--- config.mk ---
export PLATFORM = sky130hd
export DESIGN_NAME = pcvs_track
export DESIGN_NICKNAME = d
export VERILOG_FILES = /design/src/rtl/pcvs_pkg.sv /design/src/rtl/pcvs_track.sv
export SDC_FILE = /design/constraint.sdc
export NUM_CORES = 1
export LEC_CHECK = 0
export BUFFER_PORTS_ARGS = -buffer_cell sky130_fd_sc_hd__buf_4
export CAP_MARGIN = 20
export CELL_PAD_IN_SITES_DETAIL_PLACEMENT = 0
export CELL_PAD_IN_SITES_GLOBAL_PLACEMENT = 1
export CORE_MARGIN = 1.5
export CORE_UTILIZATION = 45
export CTS_CLUSTER_DIAMETER = 100
export DETAILED_ROUTE_END_ITERATION = 6
export PLACE_DENSITY_LB_ADDON = 0.1
export SLEW_MARGIN = 20
export SYNTH_ARGS = -nofsm -noshare
export SYNTH_HDL_FRONTEND = slang
export SYNTH_SLANG_ARGS = --single-unit
--- constraint.sdc ---
create_clock -name clock -period 14 [get_ports clock]
set_input_delay 0.7 -clock clock [delete_from_list [all_inputs] [get_ports clock]]
set_output_delay 0.7 -clock clock [all_outputs]
set_load 0.01 [all_outputs]
--- src/rtl/pcvs_pkg.sv ---
`timescale 1ns / 1ps
// ----------------------------------------------------------------------------
// pcvs_pkg
// Shared types and constants of the plane contact vertex scan block.
// ----------------------------------------------------------------------------
package pcvs_pkg;

   // field widths
   localparam int COORD_W   = 32;
   localparam int NORM_W    = 18;
   localparam int DIFF_W    = COORD_W + 1;
   localparam int PROD_W    = DIFF_W + NORM_W;
   localparam int DEPTH_W   = PROD_W + 1;
   localparam int CSR_IDX_W = 3;

   // reset value of the normal y component (1.0 in signed Q2.16)
   localparam logic signed [NORM_W-1:0] NORMAL_Y_RESET = 18'sd65536;

   // register indexes of the configuration port
   typedef enum logic [CSR_IDX_W-1:0] {
      CSR_PLANE_PX = 3'd0,
      CSR_PLANE_PY = 3'd1,
      CSR_PLANE_PZ = 3'd2,
      CSR_NORMAL_X = 3'd3,
      CSR_NORMAL_Y = 3'd4,
      CSR_NORMAL_Z = 3'd5
   } csr_index_type;

   // plane description held by the register bank
   typedef struct packed {
      logic signed [COORD_W-1:0] px;
      logic signed [COORD_W-1:0] py;
      logic signed [COORD_W-1:0] pz;
      logic signed [NORM_W-1:0]  nx;
      logic signed [NORM_W-1:0]  ny;
      logic signed [NORM_W-1:0]  nz;
   } plane_cfg_type;

   // one scored vertex leaving the depth pipeline
   typedef struct packed {
      logic                      valid;
      logic                      last;
      logic signed [DEPTH_W-1:0] depth;
      logic signed [COORD_W-1:0] x;
      logic signed [COORD_W-1:0] y;
      logic signed [COORD_W-1:0] z;
   } depth_item_type;

endpackage

--- src/rtl/pcvs_track.sv ---
`timescale 1ns / 1ps
// ----------------------------------------------------------------------------
// pcvs_track
// Keeps the shallowest vertex below the plane and issues the body result
// into the output register on the last vertex.
// ----------------------------------------------------------------------------
module pcvs_track (
   input  logic                                 clock,
   input  logic                                 reset,
   input  pcvs_pkg::depth_item_type             item,
   output logic                                 hold,
   output logic                                 rsp_valid,
   input  logic                                 rsp_stall,
   output logic                                 rsp_collided,
   output logic signed [pcvs_pkg::COORD_W-1:0]  rsp_contact_x,
   output logic signed [pcvs_pkg::COORD_W-1:0]  rsp_contact_y,
   output logic signed [pcvs_pkg::COORD_W-1:0]  rsp_contact_z
);

   logic                                 found_ff, found_in;
   logic signed [pcvs_pkg::DEPTH_W-1:0]  best_depth_ff, best_depth_in;
   logic signed [pcvs_pkg::COORD_W-1:0]  best_x_ff, best_x_in;
   logic signed [pcvs_pkg::COORD_W-1:0]  best_y_ff, best_y_in;
   logic signed [pcvs_pkg::COORD_W-1:0]  best_z_ff, best_z_in;

   logic                                 rsp_valid_ff, rsp_valid_in;
   logic                                 rsp_collided_ff, rsp_collided_in;
   logic signed [pcvs_pkg::COORD_W-1:0]  rsp_x_ff, rsp_x_in;
   logic signed [pcvs_pkg::COORD_W-1:0]  rsp_y_ff, rsp_y_in;
   logic signed [pcvs_pkg::COORD_W-1:0]  rsp_z_ff, rsp_z_in;

   logic                                 take;
   logic                                 found_now;
   logic signed [pcvs_pkg::COORD_W-1:0]  sel_x, sel_y, sel_z;
   logic                                 step;

   // a last item cannot leave while the output register is full and stalled
   assign hold = item.valid && item.last && rsp_valid_ff && rsp_stall;
   assign step = item.valid && !hold;

   // running compare, first vertex wins a tie
   always_comb begin
      take      = item.depth[pcvs_pkg::DEPTH_W-1]
               && (!found_ff || (item.depth > best_depth_ff));
      found_now = found_ff || take;
      sel_x     = take ? item.x : best_x_ff;
      sel_y     = take ? item.y : best_y_ff;
      sel_z     = take ? item.z : best_z_ff;
   end

   // best-so-far state, cleared after the last vertex
   always_comb begin
      found_in      = found_ff;
      best_depth_in = best_depth_ff;
      best_x_in     = best_x_ff;
      best_y_in     = best_y_ff;
      best_z_in     = best_z_ff;
      if (step) begin
         if (item.last) begin
            found_in      = 1'b0;
            best_depth_in = '0;
            best_x_in     = '0;
            best_y_in     = '0;
            best_z_in     = '0;
         end else if (take) begin
            found_in      = 1'b1;
            best_depth_in = item.depth;
            best_x_in     = item.x;
            best_y_in     = item.y;
            best_z_in     = item.z;
         end
      end
   end

   // output register load and drain
   always_comb begin
      rsp_valid_in    = rsp_valid_ff && rsp_stall;
      rsp_collided_in = rsp_collided_ff;
      rsp_x_in        = rsp_x_ff;
      rsp_y_in        = rsp_y_ff;
      rsp_z_in        = rsp_z_ff;
      if (step && item.last) begin
         rsp_valid_in    = 1'b1;
         rsp_collided_in = found_now;
         rsp_x_in        = found_now ? sel_x : '0;
         rsp_y_in        = found_now ? sel_y : '0;
         rsp_z_in        = found_now ? sel_z : '0;
      end
   end

   always_ff @(posedge clock) begin
      if (reset) begin
         found_ff      <= 1'b0;
         best_depth_ff <= '0;
         best_x_ff     <= '0;
         best_y_ff     <= '0;
         best_z_ff     <= '0;
         rsp_valid_ff  <= 1'b0;
      end else begin
         found_ff      <= found_in;
         best_depth_ff <= best_depth_in;
         best_x_ff     <= best_x_in;
         best_y_ff     <= best_y_in;
         best_z_ff     <= best_z_in;
         rsp_valid_ff  <= rsp_valid_in;
      end
   end

   always_ff @(posedge clock) begin
      rsp_collided_ff <= rsp_collided_in;
      rsp_x_ff        <= rsp_x_in;
      rsp_y_ff        <= rsp_y_in;
      rsp_z_ff        <= rsp_z_in;
   end

   assign rsp_valid     = rsp_valid_ff;
   assign rsp_collided  = rsp_collided_ff;
   assign rsp_contact_x = rsp_x_ff;
   assign rsp_contact_y = rsp_y_ff;
   assign rsp_contact_z = rsp_z_ff;

endmodule

Yosys cells after proc, flatten, opt, wreduce, memory -nomap -nowiden
Index checks and enable logic that the tools add are counted.

Reductions and logical operators: 13. Order comparisons: 1. Multiplexer cells: 11.

Operator list (count): 32-bit two-way mux (6); 52-bit two-way mux (2); 52-bit greater-than comparator (1); 1-bit logical AND (7); 1-bit two-way mux (3); 1-bit logical NOT (2); 1-bit logical OR (2); 2-bit AND reduction (1); 2-bit nonzero test (1).

Output and inout port bits: 99. Input port bits: 153. Word-level logic and storage cells: 35. Flip-flop bits (word level): 247.

Depth between registers and ports, before layout
Depth in word-level cells: 7. Depth in mapped cells: 13. Mapped depth without buffers: 10.

Least setup slack after synthesis
OpenSTA, ideal clock, no wires.

Kind: input port to flip-flop. From: input port rsp_stall. To: register rsp_collided_ff (netlist: rsp_collided) (enable). Stages on the path: 3. Setup time: 558 ps. Required time: 13442 ps. Arrival: 5012 ps. Slack: 8430 ps. Cells stage by stage: nand3_1 -> nand2_1 -> nor2_1.

Cells in the longest elaborated chain, start to end: 4.

Ends and longest elaborated chain: from (decl) (RTL line pcvs_track.sv:13) `input logic rsp_stall,`; 1-bit logical AND (RTL line pcvs_track.sv:38) `assign hold = item.valid && item.last && rsp_valid_ff && rsp_stall;`; 1-bit logical NOT (RTL line pcvs_track.sv:39) `assign step = item.valid && !hold;`; 1-bit logical AND (RTL line pcvs_track.sv:39); 1-bit logical AND (RTL line pcvs_track.sv:82) `if (step && item.last) begin`; to (signal assigned) (RTL line pcvs_track.sv:110) `rsp_collided_ff <= rsp_collided_in;`; to (decl) (RTL line pcvs_track.sv:27) `logic rsp_collided_ff, rsp_collided_in;`.

Every way passes these cells. A chain may end at the register's enable or synchronous reset.

Worst setup path in the final report
From: register best_depth_ff[51] (netlist name). To: register best_x_ff[6] (netlist name).

Cells in the longest elaborated chain, start to end: 5.

Ends and longest elaborated chain: from (decl) (RTL line pcvs_track.sv:21) `logic signed [pcvs_pkg::DEPTH_W-1:0] best_depth_ff, best_depth_in;`; from (signal assigned) (RTL line pcvs_track.sv:101) `best_depth_ff <= best_depth_in;`; 52-bit greater-than comparator (RTL line pcvs_track.sv:44) `&& (!found_ff || (item.depth > best_depth_ff));`; 1-bit logical OR (RTL line pcvs_track.sv:44); 1-bit logical AND (RTL line pcvs_track.sv:44); 32-bit two-way mux (2 in a row); to (signal assigned) (RTL line pcvs_track.sv:102) `best_x_ff <= best_x_in;`; to (decl) (RTL line pcvs_track.sv:22) `logic signed [pcvs_pkg::COORD_W-1:0] best_x_ff, best_x_in;`.

Every way passes these cells.

==> results by stage <==
Status:
- The run finished with clean final reports.

Power:
- The worst-case IR drop observed on VDD is between 0.1 and 0.15 mV.
- The total power density per cell area is roughly 140 nW/um^2.
- The switching power of the nets is roughly 0.4 mW.
- The part of the power in combinational logic is 0.114.
- In this run the static leakage power is roughly 5.3 nW.
- The internal cell power is ~1.4 mW.
- Of the total power, the share spent switching nets is 0.226.
- The share of total power dissipated in sequential elements is 0.448.
- The share of total power dissipated in the clock network is 0.438.

CTS:
- In this run, CTS created clock tree buffers numbering 26.
- The worst-case clock buffer depth is 3.
- For this design, the CTS-stage hold fixing added 0 buffers.
- In this run the number of H-tree levels came out at 1.
- Post-CTS timing repair inserted 0 buffers for setup.
- TritonCTS built the clock tree.
- The insertion delay of the later-clocked pin in the worst-skew pair is approximately 0.52 ns.
- The buffer type at the clock tree root is clkbuf_16.
- The clock input transition at the sequential cells of the worst setup and hold paths is 0.07 ns.
- The tree built by TritonCTS fans out to around 250 sinks.
- Once the clock tree was built, the resizer swapped 0 gates to a different size.

Synth:
- The area share of fa/ha/maj cells after synthesis is 0.0659.
- The post-synthesis xor/xnor area fraction is 0.
- The netlist uses 37 different library cells.
- Counting every instance in the synthesized netlist gives 760.
- Counting every net in the synthesized netlist gives around 970.
- Ranked by total cell area, the synthesized netlist is headed by dfxtp_1, edfxtp_1, a22o_1.
- Of the total synthesized cell area, the portion taken by AND, OR, NAND and NOR gates is 0.0307.
- Of the synthesized area, sequential elements account for 0.599.
- The complex-gate fraction of the synthesized area is 0.246.
- Of the post-synthesis cell area, the dominant cell type holds 0.304.
- Summing every instance area after synthesis gives 9870 um^2.
- The main combinational cell family by area after synthesis is compound AO/OA/AOI/OAI gates.
- The synthesized design contains 247 register bits.
- Counting flops with an async set or reset pin after synthesis yields a share of 0.
- The portion of synthesized area spent on multiplexers is 0.
- For this run, the leading register cell type out of synthesis is dfxtp_1.
- Counting flops with a built-in enable in the synthesized netlist gives 97.
- Each instance of the synthesized netlist takes up on average roughly 13 um^2.
- The leading area contributor after synthesis is dfxtp_1.
- For this run, the number of Yosys warnings is 0.

Setup path:
- Walking the worst path, the cells encountered are inv_1 -> ha_1 -> nand4_1 -> nor4_1 -> and3_1 -> a221o_1 -> o21ai_2 -> a21oi_4 -> buf_4 -> a22o_1.
- The critical path class is flip-flop to flip-flop.
- The largest fanout on the critical path is 91.
- STA classifies the critical path startpoint as a flip-flop.
- The type of element capturing the critical path is a flip-flop.
- On the critical path the largest part of the delay comes from simple AND/OR/NAND/NOR gates.
- On the critical path, the stage with the largest delay is an instance of buf_4.
- The required time at the worst-slack endpoint is 14.46 ns.
- The combined buffer and inverter count along the critical path is 2.
- In this design, the stage delay of the slowest critical-path cell is about 0.75 ns.
- At the worst endpoint, the arrival time is about 4 ns.

Route:
- The first TritonRoute pass finished after 5 iterations.
- The number of DRC markers after the initial detailed-route iteration is ~440.
- The detailed-route DRC error count is 0.
- Summed over all layers, the routed wires come to ~23000 um.
- The detailed-route wire length per cell is 17.7 um.
- The vias per cell is 5.42.
- The post-route antenna net violation count is 0.
- The via count of the routed design is between 7000 and 8000.

Timing:
- Setup repair after global routing left no endpoint under its margin.
- The number of failing hold endpoints at the final stage is 0.
- The worst max-slew margin expressed relative to the limit is 0.265.
- The number of setup violations in the final report is 0.
- For the final routed database, the setup TNS stands at 0 ns.
- At the pin with the least slew margin, the transition time is ~1.1 ns.
- The minimum period implied by the final worst setup slack is around 3.5 ns.
- The number of pins with negative max-slew slack in the final report is 0.
- The highest attainable clock frequency is 289 MHz.
- In the finished design, the share of the clock period the worst path needs comes to 0.247.
- Clock skew on the completed layout was measured at ~0.015 ns.

Finish:
- Of the cells placed in the final design, the portion with a size suffix greater than 1 is 0.309.
- The post-layout instance count excluding filler cells is 1295.
- The number of inserted diodes is 0.
- The number of nets in the final layout is between 1000 and 1500.
- The synthesis-to-finish area growth is 30.6%.
- The library cell used most frequently in the layout, excluding fill and tap cells, is buf_4.
- Leaving out fill and tap cells, the most frequent cells in the layout are buf_4, a22o_1, dfxtp_1, edfxtp_1, inv_1.

Die:
- The die covers 22800 um^2.
- The total area inside the core boundary comes to around 22000 um^2.
- The die span in y is about 150 um.
- The effective utilization at floorplan is 0.455.
- The width of the die is ~150 um.
- The floorplan row count is 54.
- 252 I/O pins were placed.

Global route:
- The pin count of the biggest net entering global routing is 98.
- The number of antenna violations at the first check in global routing is 0.
- The first-pass GRT wire length is roughly 35000 um.
- Across every metal layer, demand over resource in global routing totals 0.193.
- The global-route congestion overflow total is 0.
- The via count of the first global-routing pass came to 6449.

Placement:
- The number of buffers inserted by port buffering is 251.
- At the end of routability-driven placement, the weighted congestion stood at between 0.7 and 0.8.
- The placed cell count is 1245.
- Once detailed placement completed, the half-perimeter wirelength came to around 14000 um.

Run:
- The number of maximum-capacitance violations is 0.

Worst hold path:
- The tightest min-delay check is of the input pin to flip-flop type.
path summary, 6_finish.rpt:
kind	from	end	slack [ns]	cells after the start
max	best_depth_ff[51]	best_x_ff[6]	10.54	10
min reg2reg	best_depth_ff[35]	best_depth_ff[35]	0.47	1
max reg2reg	best_depth_ff[51]	best_x_ff[6]	10.54	10
min	reset	rsp_valid	0.40	2
logic make-up (layout without fill, tap and decap cells):
kind of cell / Yosys count / in the layout
AO/OA/AOI/OAI: 291 / 291
flip-flops: 247 / 247
buffers and inverters: 110 / 365
AND/OR/NAND/NOR: 60 / 60
adder cells (fa/ha/maj): 52 / 52
layout make-up:
class	instances	area, um^2
fillers	1823	8790
clock buffers	31	753
inverters	57	214
clock inverters	17	243
repair buffers	260	1990
well taps	280	350
multi-input cells	403	3430
flip-flops and latches	247	5920
metal layers:
layer / vias to the layer above / GRT usage / share of wire / routed length (um)
met3: 42 / 0.0452 / 0.074 / 1700
met4: 0 / 0.0621 / 0.029 / 657
li1: 3423 / - / - / -
met1: 3341 / 0.271 / 0.44 / 10200
met5: - / 0 / 0 / 0
met2: 212 / 0.294 / 0.45 / 10500
power groups by stage:
stage	registers (mW)	logic (mW)	clock network [mW]
2_1_floorplan	0.825	0.112	0
3_3_place_gp	0.817	0.201	0
3_5_place_dp	0.817	0.202	0
4_1_cts	0.802	0.203	0.797
5_1_grt	0.805	0.224	0.828
6_report	0.802	0.204	0.783
cells in the mapped netlist, types with 2 or more instances:
| library cell | number |
|---|---|
| a221o_1 | 2 |
| nand4_1 | 7 |
| buf_6 | 15 |
| edfxtp_1 | 97 |
| a22o_1 | 242 |
| inv_1 | 57 |
| and2_1 | 2 |
| a21oi_1 | 24 |
| a21o_1 | 4 |
| clkbuf_1 | 8 |
| nor2_1 | 10 |
| ha_1 | 52 |
| buf_2 | 24 |
| o21ai_0 | 6 |
| and4_1 | 5 |
| dfxtp_1 | 150 |
| nand2b_1 | 2 |
| nand3_1 | 7 |
| nor3_1 | 3 |
| a211oi_1 | 2 |
| buf_4 | 6 |
| and3_1 | 2 |
| nand2_1 | 19 |
sequential cells by signal (all words and copies together), names as in the netlist:
register	flops
best_z_ff	32
rsp_contact_x	32
best_depth_ff	52
found_ff	1
rsp_collided	1
best_x_ff	32
rsp_valid	1
rsp_contact_y	32
rsp_contact_z	32
best_y_ff	32
stage by stage:
step                      area, um^2  hold WS (ns)   util  power (mW)  worst slack, ns
after floorplan                 9870         0.427      -       0.937             8.43
after global placement         11800         0.435  0.546        1.02             9.95
after detailed placement       11800         0.445  0.546        1.02             9.85
after CTS                      12800         0.383  0.592        1.80            10.29
after global routing           12900         0.391  0.594        1.86            10.30
final                          12900         0.400  0.594        1.79            10.54
No activity file was read; power rests on OpenSTA's default activity.
