## src/rtl/pcvs_pkg.sv

```systemverilog
`timescale 1ns / 1ps
// ----------------------------------------------------------------------------
// pcvs_pkg
// Shared types and constants of the plane contact vertex scan block.
// ----------------------------------------------------------------------------
package pcvs_pkg;

   // field widths
   localparam int COORD_W   = 32;
   localparam int NORM_W    = 18;
   localparam int DIFF_W    = COORD_W + 1;
   localparam int PROD_W    = DIFF_W + NORM_W;
   localparam int DEPTH_W   = PROD_W + 1;
   localparam int CSR_IDX_W = 3;

   // reset value of the normal y component (1.0 in signed Q2.16)
   localparam logic signed [NORM_W-1:0] NORMAL_Y_RESET = 18'sd65536;

   // register indexes of the configuration port
   typedef enum logic [CSR_IDX_W-1:0] {
      CSR_PLANE_PX = 3'd0,
      CSR_PLANE_PY = 3'd1,
      CSR_PLANE_PZ = 3'd2,
      CSR_NORMAL_X = 3'd3,
      CSR_NORMAL_Y = 3'd4,
      CSR_NORMAL_Z = 3'd5
   } csr_index_type;

   // plane description held by the register bank
   typedef struct packed {
      logic signed [COORD_W-1:0] px;
      logic signed [COORD_W-1:0] py;
      logic signed [COORD_W-1:0] pz;
      logic signed [NORM_W-1:0]  nx;
      logic signed [NORM_W-1:0]  ny;
      logic signed [NORM_W-1:0]  nz;
   } plane_cfg_type;

   // one scored vertex leaving the depth pipeline
   typedef struct packed {
      logic                      valid;
      logic                      last;
      logic signed [DEPTH_W-1:0] depth;
      logic signed [COORD_W-1:0] x;
      logic signed [COORD_W-1:0] y;
      logic signed [COORD_W-1:0] z;
   } depth_item_type;

endpackage

```

## src/rtl/pcvs_cfg.sv

```systemverilog
`timescale 1ns / 1ps
// ----------------------------------------------------------------------------
// pcvs_cfg
// Register bank for the plane point and plane normal.
// ----------------------------------------------------------------------------
module pcvs_cfg (
   input  logic                                   clock,
   input  logic                                   reset,
   input  logic                                   csr_we,
   input  logic [pcvs_pkg::CSR_IDX_W-1:0]         csr_index,
   input  logic [pcvs_pkg::COORD_W-1:0]           csr_wdata,
   output pcvs_pkg::plane_cfg_type                cfg
);

   pcvs_pkg::plane_cfg_type cfg_ff;
   pcvs_pkg::plane_cfg_type cfg_in;

   // register write decode, unknown indexes are dropped
   always_comb begin
      cfg_in = cfg_ff;
      if (csr_we) begin
         unique case (csr_index)
            pcvs_pkg::CSR_PLANE_PX: cfg_in.px = csr_wdata;
            pcvs_pkg::CSR_PLANE_PY: cfg_in.py = csr_wdata;
            pcvs_pkg::CSR_PLANE_PZ: cfg_in.pz = csr_wdata;
            pcvs_pkg::CSR_NORMAL_X: cfg_in.nx = csr_wdata[pcvs_pkg::NORM_W-1:0];
            pcvs_pkg::CSR_NORMAL_Y: cfg_in.ny = csr_wdata[pcvs_pkg::NORM_W-1:0];
            pcvs_pkg::CSR_NORMAL_Z: cfg_in.nz = csr_wdata[pcvs_pkg::NORM_W-1:0];
            default: cfg_in = cfg_ff;
         endcase
      end
   end

   always_ff @(posedge clock) begin
      if (reset) begin
         cfg_ff.px <= '0;
         cfg_ff.py <= '0;
         cfg_ff.pz <= '0;
         cfg_ff.nx <= '0;
         cfg_ff.ny <= pcvs_pkg::NORMAL_Y_RESET;
         cfg_ff.nz <= '0;
      end else begin
         cfg_ff <= cfg_in;
      end
   end

   assign cfg = cfg_ff;

endmodule

```

## config.mk

```make
export PLATFORM = sky130hd
export DESIGN_NAME = pcvs_cfg
export DESIGN_NICKNAME = d
export VERILOG_FILES = /design/src/rtl/pcvs_pkg.sv /design/src/rtl/pcvs_cfg.sv
export SDC_FILE = /design/constraint.sdc
export NUM_CORES = 1
export LEC_CHECK = 0
export BUFFER_PORTS_ARGS = -buffer_cell sky130_fd_sc_hd__clkbuf_2
export CAP_MARGIN = 20
export CORE_MARGIN = 2
export CORE_UTILIZATION = 55
export DETAILED_ROUTE_END_ITERATION = 10
export PLACE_DENSITY = 0.86
export SLEW_MARGIN = 0
export SYNTH_ARGS = -nofsm -noshare
export SYNTH_HDL_FRONTEND = slang
export SYNTH_SLANG_ARGS = --single-unit
```

## constraint.sdc

```tcl
create_clock -name clock -period 2.45 [get_ports clock]
set_input_delay 0.1225 -clock clock [delete_from_list [all_inputs] [get_ports clock]]
set_output_delay 0.1225 -clock clock [all_outputs]
set_load 0.01 [all_outputs]
```

# Yosys cells after proc, flatten, opt, wreduce, memory -nomap -nowiden
# Cells that the tools add are included.
[classes] eq_ne=5 reduce_logical=7
[ops] cell="2-bit AND reduction" count=6
[ops] cell="3-bit by 2-bit equality test with 1-bit output, second input constant" count=2
[ops] cell="3-bit equality test, second input constant" count=2
[ops] cell="3-bit by 1-bit equality test with 1-bit output, second input constant" count=1
[ops] cell="3-bit logical NOT" count=1
[word_totals] regBits=150 in_bits=38 output_inout_bits=150 wordCells=18

# Depth between registers and ports, before layout
# Gate-level depths: netlist of run 1.
[logic_depth] word_depth=2 mapped_depth=4 depth_no_buf=2

# Worst setup path after synthesis of run 1
# No wires, ideal clock.
[synth_timing] kind="in2reg" start="in csr_index[1] (netlist bit)" end="reg cfg_ff (netlist bit cfg[139])" setup_time_ns=0.120 t_arrival_ns=1.037 required_time_ns=2.330 slack_ns=1.294 stages=4 n_path_buf=2 path_cell_list="or4b_1 -> clkbuf_1 -> buf_6 -> mux2i_1"
[synth_via] elab_chain_cells=2
[synth_rtl] item="start, declared" line="pcvs_cfg.sv:10" source="input logic [pcvs_pkg::CSR_IDX_W-1:0] csr_index,"
[synth_rtl] item="3-bit logical NOT" line="pcvs_cfg.sv:22" source="unique case (csr_index)"
[synth_rtl] item="2-bit AND reduction (no line)"
[synth_rtl] item="end signal, assigned" line="pcvs_cfg.sv:43" source="cfg_ff <= cfg_in;"
[synth_rtl] item="end, declared" line="pcvs_cfg.sv:15" source="pcvs_pkg::plane_cfg_type cfg_ff;"
# No other way between the ends.
# A chain may end at the register's enable or synchronous reset.

# Final worst setup path of run 1
[layout_timing] start="in csr_index[0] (netlist bit)" end="reg cfg_ff (netlist bit cfg[24])"
[layout_via] elab_chain_cells=2
[layout_rtl] item="3-bit equality test" line="pcvs_cfg.sv:22"
[layout_rtl] item="2-bit AND reduction (no line)"
# No other way between the ends.

==> impl_metrics.json, run 1 <==
{
  "crit_slowest_cell": "sky130_fd_sc_hd__nand4bb_2",
  "die_area_um2": 11550,
  "postSynthCellCount": 528,
  "grt_start_max_net_pins": 113,
  "cts_tree": "done",
  "finalNonFillerCells": 872,
  "floorplan.initialDensity": 0.5681,
  "wirelength_um": 14430,
  "final_period_minus_worst_setup_slack_ps": 1201,
  "grt_pass1_vias": 4509,
  "worst_hold_slack_ps": 18.12,
  "p_leak_nw": 3.953,
  "wire_per_inst_um": 16.55,
  "via_count": 4394,
  "final_area_um2": 7719,
  "hp-class": "input port to flop",
  "track_usage": 0.2525,
  "post_cts.repair.setup_buffers": 0,
  "antennaDiodeCount": 0,
  "setup_viol_count_final": 0,
  "critical_path.endpoint_type": "flop",
  "final_max_slew_viol_count": 0,
  "grt_overflow": 0,
  "numPortBuffers": 187,
  "design_power_total_mw": 5.484,
  "netlist_area_um2": 5891,
  "path_cells": "clkbuf_2 > nand4bb_2 > mux2i_1",
  "synth.area.top_cells": "sky130_fd_sc_hd__dfxtp_1 51%, sky130_fd_sc_hd__mux2i_1 25%, sky130_fd_sc_hd__nand2b_1 19%",
  "post_syn_nets": 566,
  "top_achievable_clock_speed_mhz": 832.4,
  "cts_num_sinks": 150,
  "drv.max_cap_violation_count": 0,
  "dp_hpwl_um": 9542,
  "dieHeight_um": 107.5,
  "gp_routability_congestion": 0.7828,
  "relSlewSlack": 0.3906,
  "critical_path_required_time_ps": 2870,
  "worst_clock_skew_ps": 0,
  "cts_root_buf": "sky130_fd_sc_hd__clkbuf_8",
  "viasPerCell": 5.039,
  "data_arrival_time_of_the_worst_path_ps": 1620,
  "critPathLaunchType": "input port",
  "largest_stage_delay_worst_path_ps": 880,
  "antenna_violations_before_repair": 0,
  "cts.htree.levels": 4,
  "drive_gt1_frac": 0.3111,
  "run_status": "finished, final reports clean",
  "fp.coreArea_um2": 10370,
  "detail_route.first_pass.iterations": 4,
  "synth_seq_area_share": 0.5098,
  "crit_path_kind": "input port to flop",
  "cts_buffer_depth": 2,
  "final_net_count": 762,
  "post_cts_resize_count": 0,
  "ios": 188,
  "first_pass_grt_wire_length_um": 22780,
  "power-per-cell-area_nw_per_um2": 710.5,
  "clk_latency_ps": 520,
  "synth-warning-count": 0,
  "post-place-cells": 821,
  "final.period_utilization": 0.4904,
  "grt_setup_unrepaired": "false",
  "placementRows": 37,
  "syn_area_per_cell_um2": 11.16,
  "yosys.cell_types.count": 12,
  "numCtsBuffers": 17,
  "first_iter_violations": 229,
  "fp.dieW_um": 107.5,
  "setup-tns-final_ps": 0,
  "worst-slew-pin-transition_ps": 913.6,
  "ys_seq_elements": 150,
  "largest_register_ff_count": 150,
  "synth.largest_area_cell": "sky130_fd_sc_hd__dfxtp_1",
  "area_delta_synth_final_pct": 31.03,
  "max_rail_drop_vdd_mv": 0.3508,
  "synth_top_area_share": 0.5098,
  "worstPathMaxFanout": 18,
  "remaining_drc_errors": 0,
  "clkTransAtPathRegs_ps": 70,
  "placed_cell_area_um2": 6933,
  "hold_violations": 0,
  "detail-route-antenna-nets": 0
}
[worst paths after layout]
check	start	endpoint	slack, ps	cells after the start
max	csr_index[0]	cfg[24]$_SDFFE_PP0P_	1250	3
max reg2reg	cfg[24]$_SDFFE_PP0P_	cfg[24]$_SDFFE_PP0P_	1730	2
min	csr_wdata[17]	cfg[71]$_SDFFE_PP0P_	20	3
min reg2reg	cfg[73]$_SDFFE_PP0P_	cfg[73]$_SDFFE_PP0P_	480	2
[cells in the final DEF, fill, tap and decap left out]
cell,count
sky130_fd_sc_hd__nor2_1,2
sky130_fd_sc_hd__clkbuf_1,1
sky130_fd_sc_hd__clkinvlp_4,3
sky130_fd_sc_hd__dlygate4sd3_1,20
sky130_fd_sc_hd__or4b_1,1
sky130_fd_sc_hd__nand4b_1,2
sky130_fd_sc_hd__clkbuf_16,16
sky130_fd_sc_hd__inv_6,1
sky130_fd_sc_hd__mux2i_1,150
sky130_fd_sc_hd__nor4b_2,1
sky130_fd_sc_hd__buf_4,7
sky130_fd_sc_hd__clkinv_2,3
sky130_fd_sc_hd__bufinv_16,3
sky130_fd_sc_hd__buf_12,1
sky130_fd_sc_hd__and4bb_2,1
sky130_fd_sc_hd__clkinv_4,2
sky130_fd_sc_hd__nand4bb_2,2
sky130_fd_sc_hd__clkbuf_2,186
sky130_fd_sc_hd__dfxtp_1,150
sky130_fd_sc_hd__nand4bb_4,1
sky130_fd_sc_hd__nand2b_1,181
sky130_fd_sc_hd__clkbuf_8,2
[layout make-up]
class | instances | area, um^2
multi-input combinational | 341 | 2756
fill | 767 | 2651
clock buffer | 19 | 431.7
timing repair buffer | 214 | 1204
tap | 136 | 170.2
sequential | 150 | 3003
clock inverter | 12 | 153.9
[routing by layer]
layer | track usage | up-vias | share of wire
met4 | 0.09341 | 0 | 0.021
met1 | 0.3062 | 2067 | 0.43
met2 | 0.4241 | 160 | 0.48
met5 | 0 | - | 0
met3 | 0.07385 | 25 | 0.068
li1 | - | 2142 | -
[timing repair]
item	in CTS	in global routing
hold endpoints to repair	54	0
endpoints found under the setup margin	0	0
hold buffers	20	0
[worst max-delay path: cells and delay by family]
| kind | cells | cell delay (ps) |
|---|---|---|
| and+or+nand+nor | 1 | 880 |
| muxes | 1 | 450 |
| buffers and inverters | 1 | 150 |
[cell families after synthesis]
kind of cell,Yosys count,synth area share
simple gates,191,0.2075
mux,150,0.2549
flops,150,0.5098
buf+inv,37,0.02783
[per-stage QoR]
step	setup slack (ps)	util
2_1_floorplan	1294	-
3_3_place_gp	873.4	0.6686
3_5_place_dp	748.6	0.6686
4_1_cts	1270	0.7443
5_1_grt	1205	0.7443
6_report	1249	0.7443
[synth_stat cells, drive strengths merged]
library cell,n
dfxtp,150
mux2i,150
nand4bb,3
or4b,1
and4bb,1
nand4b,2
nor4b,1
buf,15
clkbuf,22
nand2b,181
nor2,2
[report_power, final]
group,total (mW),switching (mW),internal (mW)
logic,0.388,0.199,0.189
registers,2.53,0.0316,2.49
clock network,2.57,0.998,1.57
No activity file was read; power rests on OpenSTA's default activity.
==> inputs of run 2 (changes only) <==
--- a/config.mk
+++ b/config.mk
@@ -8,9 +8,9 @@
 export BUFFER_PORTS_ARGS = -buffer_cell sky130_fd_sc_hd__clkbuf_2
 export CAP_MARGIN = 20
 export CORE_MARGIN = 2
-export CORE_UTILIZATION = 55
+export CORE_UTILIZATION = 51
 export DETAILED_ROUTE_END_ITERATION = 10
-export PLACE_DENSITY = 0.86
+export PLACE_DENSITY = 0.81
 export SLEW_MARGIN = 0
 export SYNTH_ARGS = -nofsm -noshare
 export SYNTH_HDL_FRONTEND = slang
==> constraint.sdc (replaced) <==
create_clock -name clock -period 1.2 [get_ports clock]
set_input_delay 0.06 -clock clock [delete_from_list [all_inputs] [get_ports clock]]
set_output_delay 0.06 -clock clock [all_outputs]
set_load 0.01 [all_outputs]
==> impl_metrics.json, run 2 (same netlist as run 1, synthesis figures left out) <==
{
  "final_period_minus_worst_setup_slack_ps": 979.1,
  "clk_latency_ps": 400,
  "track_usage": 0.2333,
  "placed_cell_area_um2": 7142,
  "hold_violations": 0,
  "dp_hpwl_um": 9759,
  "cts_num_sinks": 150,
  "clkTransAtPathRegs_ps": 60,
  "largest_register_ff_count": 150,
  "relSlewSlack": 0.7327,
  "detail_route.first_pass.iterations": 5,
  "numCtsBuffers": 17,
  "top_achievable_clock_speed_mhz": 1021,
  "worst_r2r_endpoint": "cfg[28]$_SDFFE_PP0P_",
  "numPortBuffers": 187,
  "cts_root_buf": "sky130_fd_sc_hd__clkbuf_16",
  "drive_gt1_frac": 0.3181,
  "mostFrequentLayoutCell": "sky130_fd_sc_hd__clkbuf_2",
  "grt_overflow": 0,
  "placementRows": 39,
  "setup_viol_count_final": 0,
  "antenna_violations_before_repair": 0,
  "wire_per_inst_um": 16.24,
  "fp.coreArea_um2": 11320,
  "antennaDiodeCount": 0,
  "worstPathBufferInverterCount": 1,
  "detail-route-antenna-nets": 0,
  "first_iter_violations": 223,
  "crit_cells": 1,
  "layout_common_cells": "186 x sky130_fd_sc_hd__clkbuf_2, 181 x sky130_fd_sc_hd__nand2b_1, 150 x sky130_fd_sc_hd__mux2i_1, 150 x sky130_fd_sc_hd__dfxtp_1, 17 x sky130_fd_sc_hd__clkbuf_16",
  "critPathLaunchType": "flop",
  "worst_clock_skew_ps": 0,
  "p_leak_nw": 4.074,
  "area_delta_synth_final_pct": 35.09,
  "final.period_utilization": 0.8159,
  "largest_stage_delay_worst_path_ps": 370,
  "worst_hold_slack_ps": 48.60,
  "final_net_count": 767,
  "cts_buffer_depth": 2,
  "first_pass_grt_wire_length_um": 23260,
  "ios": 188,
  "max_rail_drop_vdd_mv": 0.8704,
  "endpoint": "cfg[14]",
  "run_status": "finished, final reports clean",
  "data_arrival_time_of_the_worst_path_ps": 920,
  "wirelength_um": 14380,
  "final_area_um2": 7958,
  "critical_path_required_time_ps": 1140,
  "r2r_slack_ps": 550,
  "grt_pass1_vias": 4503,
  "crit_path_kind": "flop to output port",
  "worstPathMaxFanout": 2,
  "drv.max_cap_violation_count": 0,
  "crit_slowest_cell": "sky130_fd_sc_hd__dfxtp_1",
  "cts_tree": "done",
  "viasPerCell": 5.035,
  "worst-slew-pin-transition_ps": 399.9,
  "grt_setup_unrepaired": "false",
  "design_power_total_mw": 11.92,
  "cts.htree.levels": 4,
  "hp-class": "input port to flop",
  "power-per-cell-area_nw_per_um2": 1498,
  "crit_family": "flip-flops",
  "post_cts_resize_count": 0,
  "gp_routability_congestion": 0.7976,
  "grt_start_max_net_pins": 64,
  "die_area_um2": 12430,
  "depth_of_the_worst_register_to_register_path": 2,
  "fp.dieW_um": 111.5,
  "min_path_cells": 3,
  "dieHeight_um": 111.5,
  "rr_startpoint": "cfg[28]$_SDFFE_PP0P_",
  "remaining_drc_errors": 0,
  "setup.worst_path.start": "cfg[14]$_SDFFE_PP0P_",
  "critical_path.endpoint_type": "output port",
  "via_count": 4456,
  "path_cells": "clkbuf_2",
  "final_max_slew_viol_count": 0,
  "floorplan.initialDensity": 0.5203
}
[run 2: cell types whose count changed in the layout (fill, tap and decap cells not counted), sizes merged]
cell         previous run  this run
clkinv                  5         2
buf                     8        18
clkbuf                205       210
dlygate4sd3            20        15
clkinvlp                3         0
bufinv                  3         6
inv                     1         0
[run 2: cell type report]
class | instances | area (um^2)
Timing Repair Buffer | 219 | 1354
Tap cell | 143 | 178.9
Sequential cell | 150 | 3003
Clock inverter | 8 | 193.9
Multi-Input combinational cell | 341 | 2756
Fill cell | 814 | 3363
Clock buffer | 24 | 471.7
[run 2: per-layer routing]
layer | global-route usage | vias up | wire, um
li1 | - | 2155 | -
met1 | 0.3022 | 2142 | 6498
met2 | 0.3797 | 142 | 6835
met3 | 0.05661 | 17 | 818
met4 | 0.08889 | 0 | 223
met5 | 0 | - | 0
[run 2: repair_timing]
| action | 4_1_cts | 5_1_grt |
|---|---|---|
| hold buffers | 15 | 0 |
| buffers inserted | 0 | 0 |
| setup endpoints to repair | 0 | 0 |
| hold endpoints to repair | 41 | 0 |
[run 2: report_power, final]
| part | switching (mW) | internal [mW] |
|---|---|---|
| Sequential | 0.0625 | 5.09 |
| Clock | 1.92 | 4.02 |
| Combinational | 0.412 | 0.415 |
[run 2: worst min-delay path by stage]
stage	endpoint	start	slack, ps
floorplan	cfg[34]$_SDFFE_PP1P_	csr_wdata[16]	220
detailed placement	cfg[34]$_SDFFE_PP1P_	csr_wdata[16]	340
global placement	cfg[34]$_SDFFE_PP1P_	csr_wdata[16]	330
global route	cfg[8]$_SDFFE_PP0P_	csr_wdata[8]	60
CTS	cfg[62]$_SDFFE_PP0P_	csr_wdata[8]	30
finish	cfg[62]$_SDFFE_PP0P_	csr_wdata[8]	50
[run 2: metrics by stage]
step,utilization,TNS (ps),setup slack [ps],instances
final,0.7029,0,220.9,885
after global routing,0.7029,0,184.6,885
after CTS,0.7029,0,208.3,885
after detailed placement,0.6309,-8.449,-7.791,838
after global placement,0.6309,0,27.57,838
after floorplan,-,0,106.0,528
